**config.mk**
```make
export PLATFORM = sky130hd
export DESIGN_NAME = pca_front
export DESIGN_NICKNAME = d
export VERILOG_FILES = /design/src/design/pca_pkg.sv /design/src/design/pca_front.sv
export SDC_FILE = /design/constraint.sdc
export NUM_CORES = 1
export LEC_CHECK = 0
export BUFFER_PORTS_ARGS = -buffer_cell sky130_fd_sc_hd__buf_4
export CORE_AREA = 2 2 137 139
export CTS_BUF_LIST = sky130_fd_sc_hd__clkbuf_8
export DETAILED_ROUTE_END_ITERATION = 12
export DIE_AREA = 0 0 139 141
export GPL_ROUTABILITY_DRIVEN = 0
export PLACE_DENSITY_LB_ADDON = 0.1
export SETUP_SLACK_MARGIN = 0.2
export SLEW_MARGIN = 20
export SYNTH_ARGS = -nofsm -noshare
export SYNTH_HDL_FRONTEND = slang
export SYNTH_SLANG_ARGS = --single-unit
```
**constraint.sdc**
```tcl
create_clock -name clk -period 3.6 [get_ports clk]
set_input_delay 1.08 -clock clk [delete_from_list [all_inputs] [get_ports clk]]
set_output_delay 1.08 -clock clk [all_outputs]
set_load 0.02 [all_outputs]
```
**src/design/pca_pkg.sv**
```systemverilog
// Shared types and constants for the eigenface projection and nearest-label block.
package pca_pkg;
	localparam int MAX_PIXELS = 1024;
	localparam int MAX_DIM    = 32;
	localparam int MAX_TRAIN  = 256;

	localparam logic [2:0] KIND_MEAN  = 3'd0;
	localparam logic [2:0] KIND_BASIS = 3'd1;
	localparam logic [2:0] KIND_TRAIN = 3'd2;
	localparam logic [2:0] KIND_LABEL = 3'd3;
	localparam logic [2:0] KIND_PIXEL = 3'd4;

	localparam logic [1:0] REG_PIXEL_COUNT = 2'd0;
	localparam logic [1:0] REG_DIM_IN_USE  = 2'd1;
	localparam logic [1:0] REG_TRAIN_COUNT = 2'd2;

	localparam logic [61:0] DIST_MAX = {62{1'b1}};

	typedef struct packed {
		logic [2:0]         kind;
		logic [14:0]        slot;
		logic signed [31:0] load_value;
		logic [7:0]         pixel;
		logic               last_pixel;
	} item_t;

	typedef enum logic [2:0] {
		ST_IDLE,
		ST_MAC_RD,
		ST_MAC,
		ST_SEARCH_RD,
		ST_SEARCH,
		ST_DONE
	} back_state_t;
endpackage

```
**src/design/pca_front.sv**
```systemverilog
// Front end: takes command transfers, drops unknown kinds, queues items for the back end.
module pca_front (
	input  logic               clk,
	input  logic               arst_n,
	input  logic               start,
	output logic               busy,
	input  pca_pkg::item_t     item_in,
	output logic               q_valid,
	output pca_pkg::item_t     q_item,
	input  logic               q_pop
);
	import pca_pkg::*;

	localparam int DEPTH = 4;

	item_t      mem_q [DEPTH];
	logic [1:0] wr_q, rd_q;
	logic [2:0] cnt_q;
	logic       push;

	assign busy    = (cnt_q == 3'(DEPTH));
	assign push    = start && !busy && (item_in.kind <= KIND_PIXEL);
	assign q_valid = (cnt_q != 3'd0);
	assign q_item  = mem_q[rd_q];

	always_ff @(posedge clk) begin
		if (push) mem_q[wr_q] <= item_in;
	end

	always_ff @(posedge clk or negedge arst_n) begin
		if (!arst_n) begin
			wr_q  <= '0;
			rd_q  <= '0;
			cnt_q <= '0;
		end else begin
			if (push) wr_q <= wr_q + 2'd1;
			if (q_pop) rd_q <= rd_q + 2'd1;
			cnt_q <= cnt_q + 3'(push) - 3'(q_pop);
		end
	end
endmodule

```
==> results by group <==
Floorplan
  • Overall die width: 139 um
  • Die outline height: 141 um
  • Row Count: 50
  • Effective utilization at floorplan: 0.489
  • Die Area: 0.0196 mm^2
  • Top-level I/O count: 124
  • Core region area: 0.0183 mm^2

Status
  • Result of the run: finished clean

STA
  • Fmax: 312 MHz
  • Setup clock skew after layout: 26.8 ps
  • Tmin final: 3200 ps
  • Fraction of the cycle the final worst path needs: 0.890
  • Number of endpoints failing setup at the final stage: 0
  • Final Hold Vio Count: 0
  • Unrepaired setup endpoints after global routing: no
  • Worst hold margin: 365 ps
  • Fin Setup TNS: 0 ps
  • Final count of pins violating max slew: 0
  • Worst-Margin Slew: 534 ps
  • Worst relative slew slack: 0.644

Worst setup path
  • Type of the worst setup path: flip-flop to output pin
  • Element type at the critical path start: flip-flop
  • Critical register-to-register path endpoint: cnt_q[2]
  • Startpoint of the most critical register-to-register path: cnt_q[2]
  • Critical path arrival: 2120 ps
  • Worst Reg-to-Reg Cells: 10
  • Register-to-register setup slack: 1290 ps
  • Worst setup EP type: output pin
  • Worst-path fanout max: 29
  • Endpoint required time on the critical path: 2520 ps

Synthesis
  • Post-Syn Nets: 415
  • Synthesis warning total: 0
  • Cell area after synthesis: 0.00893 mm^2
  • Mapped Avg Cell Area: 25.9 um^2
  • Post-synth top area cell: sky130_fd_sc_hd__edfxtp_1
  • Top area cells in the synthesized netlist: sky130_fd_sc_hd__edfxtp_1, sky130_fd_sc_hd__mux4_2, sky130_fd_sc_hd__dfrtp_1
  • Register area share after synthesis: 0.814
  • FFs w/ async S/R, synth: 0.0288
  • Most common flop cell mapped by yosys: sky130_fd_sc_hd__edfxtp_1
  • Cell variety after synth: 19
  • Number of enable flip-flop cells after synthesis: 236
  • Yosys top cell area share: 0.794
  • Post-synthesis register bit count: 243
  • Instance count of the mapped netlist: 345

Placed design
  • Dpl hpwl: 9.63 mm
  • Count of input and output buffers: 123
  • Instance count after placement with tap cells included: 699

Layout
  • Multi-input gate area: 0.00156 mm^2
  • Sequential cell area: 0.00727 mm^2
  • Layout Cells excl Fill: 768
  • Share of post-route cells with drive strength above 1: 0.461
  • Final cell utilization of the core: 0.597
  • Final-layout fill cell count: 1364
  • Total Nets Final: 576
  • Count of antenna diodes in the layout: 0
  • P&R area growth vs syn: 22.2%

Detailed routing
  • Number of DRC violations after detailed-routing iteration 0: 267
  • Number of DRC violations after detailed routing: 0
  • Via total after detailed routing: 4048
  • Count of antenna-violating nets left after detailed routing: 0
  • Vias per inst: 5.27
  • Number of iterations in the first detailed-routing pass: 4
  • WL per Instance: 20.9 um
  • Aggregate routed wire length: 16.0 mm

Global routing
  • Met3 Track Usage GR: 0.0526
  • Most used routing layer in global routing: met2
  • Global-route wire length before repair: 25.0 mm
  • Pin count of the biggest net entering global routing: 35
  • Met1 layer usage reported by global route: 0.204
  • Grt met2 use: 0.289
  • Number of global-route vias before repair: 4532
  • GRT overflow: 0
  • Number of antenna violations at the first check in global routing: 0
  • Total global routing track utilization: 0.169

Power and ir drop
  • Static leakage: 0.00382 uW
  • Power density of the placed cells: 788 mW/mm^2
  • Overall power: 8590 uW
  • Worst VDD drop: 0.529 mV

Clocking
  • Cell chosen for the clock root: sky130_fd_sc_hd__clkbuf_8
  • Clock latency on the worst-skew pair: 510 ps
  • Number of buffers created by CTS: 39
  • TritonCTS Sinks: 243
  • CTS H-Tree Depth: 2
  • Number of hold-repair buffers added at the cts stage: 0
  • Number of post-CTS setup repair buffers: 0
  • Worst-case clock buffer depth: 3
  • Clock edge transition at the registers on the reported setup and hold paths: 70 ps
  • Number of instances resized during post-cts repair: 0
  • Clock tree from TritonCTS: built

Run
  • Max-cap viol count: 0

Hold path
  • Type of the most critical hold path: primary input to asynchronous set/reset pin
## Yosys cell counts, drive strengths merged, types with 4 or more instances
master / n
buf: 11
clkbuf: 4
ha: 6
edfxtp: 236
mux4: 59
and2: 4
dfrtp: 7
xnor2: 4
inv: 6
## per-layer routing
| layer | part of all wire | wire length (um) | up-vias |
|---|---|---|---|
| met4 | 0.019 | 308 | 0 |
| met1 | 0.39 | 6280 | 2107 |
| met3 | 0.065 | 1040 | 25 |
| li1 | - | - | 1797 |
| met2 | 0.52 | 8410 | 119 |
| met5 | 0 | 0 | - |
## worst max path at each step
| stage | start | slack [ps] | depth (start not counted) | end |
|---|---|---|---|---|
| 2_1_floorplan | item_in[57] | 870 | 11 | cnt_q[2] |
| 3_3_place_gp | item_in[57] | 600 | 11 | cnt_q[2] |
| 3_5_place_dp | item_in[57] | 500 | 11 | cnt_q[2] |
| 4_1_cts | rd_q[0] | 320 | 3 | q_item[43] |
| 5_1_grt | rd_q[0] | 270 | 3 | q_item[43] |
| 6_report | rd_q[0] | 400 | 3 | q_item[40] |
## layout make-up
cell class                 count  share of cell area
sequential                   243               0.666
tap                          234              0.0268
clock inverter                27             0.00941
clock buffer                  42              0.0530
timing repair buffer         135              0.0998
inverter                       6             0.00206
multi-input combinational     81               0.143
## cells in the final DEF, fill, tap and decap left out
cell type	netlist	routed
sky130_fd_sc_hd__and2_4	0	4
sky130_fd_sc_hd__and3b_1	1	1
sky130_fd_sc_hd__buf_12	0	6
sky130_fd_sc_hd__buf_4	6	129
sky130_fd_sc_hd__clkbuf_8	0	42
sky130_fd_sc_hd__clkinv_1	0	7
sky130_fd_sc_hd__clkinv_2	0	1
sky130_fd_sc_hd__dfrtp_1	7	5
sky130_fd_sc_hd__dfrtp_2	0	1
sky130_fd_sc_hd__dfrtp_4	0	1
sky130_fd_sc_hd__edfxtp_1	236	236
sky130_fd_sc_hd__fa_1	1	1
sky130_fd_sc_hd__ha_1	6	6
sky130_fd_sc_hd__inv_1	6	25
sky130_fd_sc_hd__mux2_4	1	1
sky130_fd_sc_hd__mux4_2	59	59
sky130_fd_sc_hd__nand2_1	1	1
sky130_fd_sc_hd__nor3b_2	1	1
sky130_fd_sc_hd__o21ai_0	1	1
sky130_fd_sc_hd__or3_2	1	1
sky130_fd_sc_hd__xnor2_1	4	4
sky130_fd_sc_hd__xor2_1	1	1
## critical path, cell delays in order (launching register included)
cell	delay, ps
sky130_fd_sc_hd__dfrtp_4	560
sky130_fd_sc_hd__buf_12	280
sky130_fd_sc_hd__mux4_2	560
sky130_fd_sc_hd__buf_4	180
## cell families (layout without fill, tap and decap cells)
| logic type | Yosys count | count (layout) | synth area share |
|---|---|---|---|
| multiplexers | 60 | 60 | 0.151 |
| AND/OR/NAND/NOR | 8 | 8 | 0.00701 |
| flip-flops | 243 | 243 | 0.814 |
| buffers and inverters | 21 | 210 | 0.0128 |
| adder cells (fa/ha/maj) | 7 | 7 | 0.0107 |
| AO/OA/AOI/OAI | 1 | 1 | 0.000560 |
| XOR/XNOR | 5 | 5 | 0.00491 |
## registers in the layout (all words and copies together) (netlist names)
register,flops
mem_q,236
wr_q,2
cnt_q,3
rd_q,2
## power by group
group	switching [uW]	internal, uW
clock network	963	1070
registers	134	3540
logic	1520	1370
## through the flow
stage	cell area (um^2)	setup WS (ps)
3_5_place_dp	10200	501
2_1_floorplan	8930	873
5_1_grt	10900	266
6_report	10900	396
3_3_place_gp	10200	603
4_1_cts	10900	320
No activity file was read; power rests on OpenSTA's default activity.
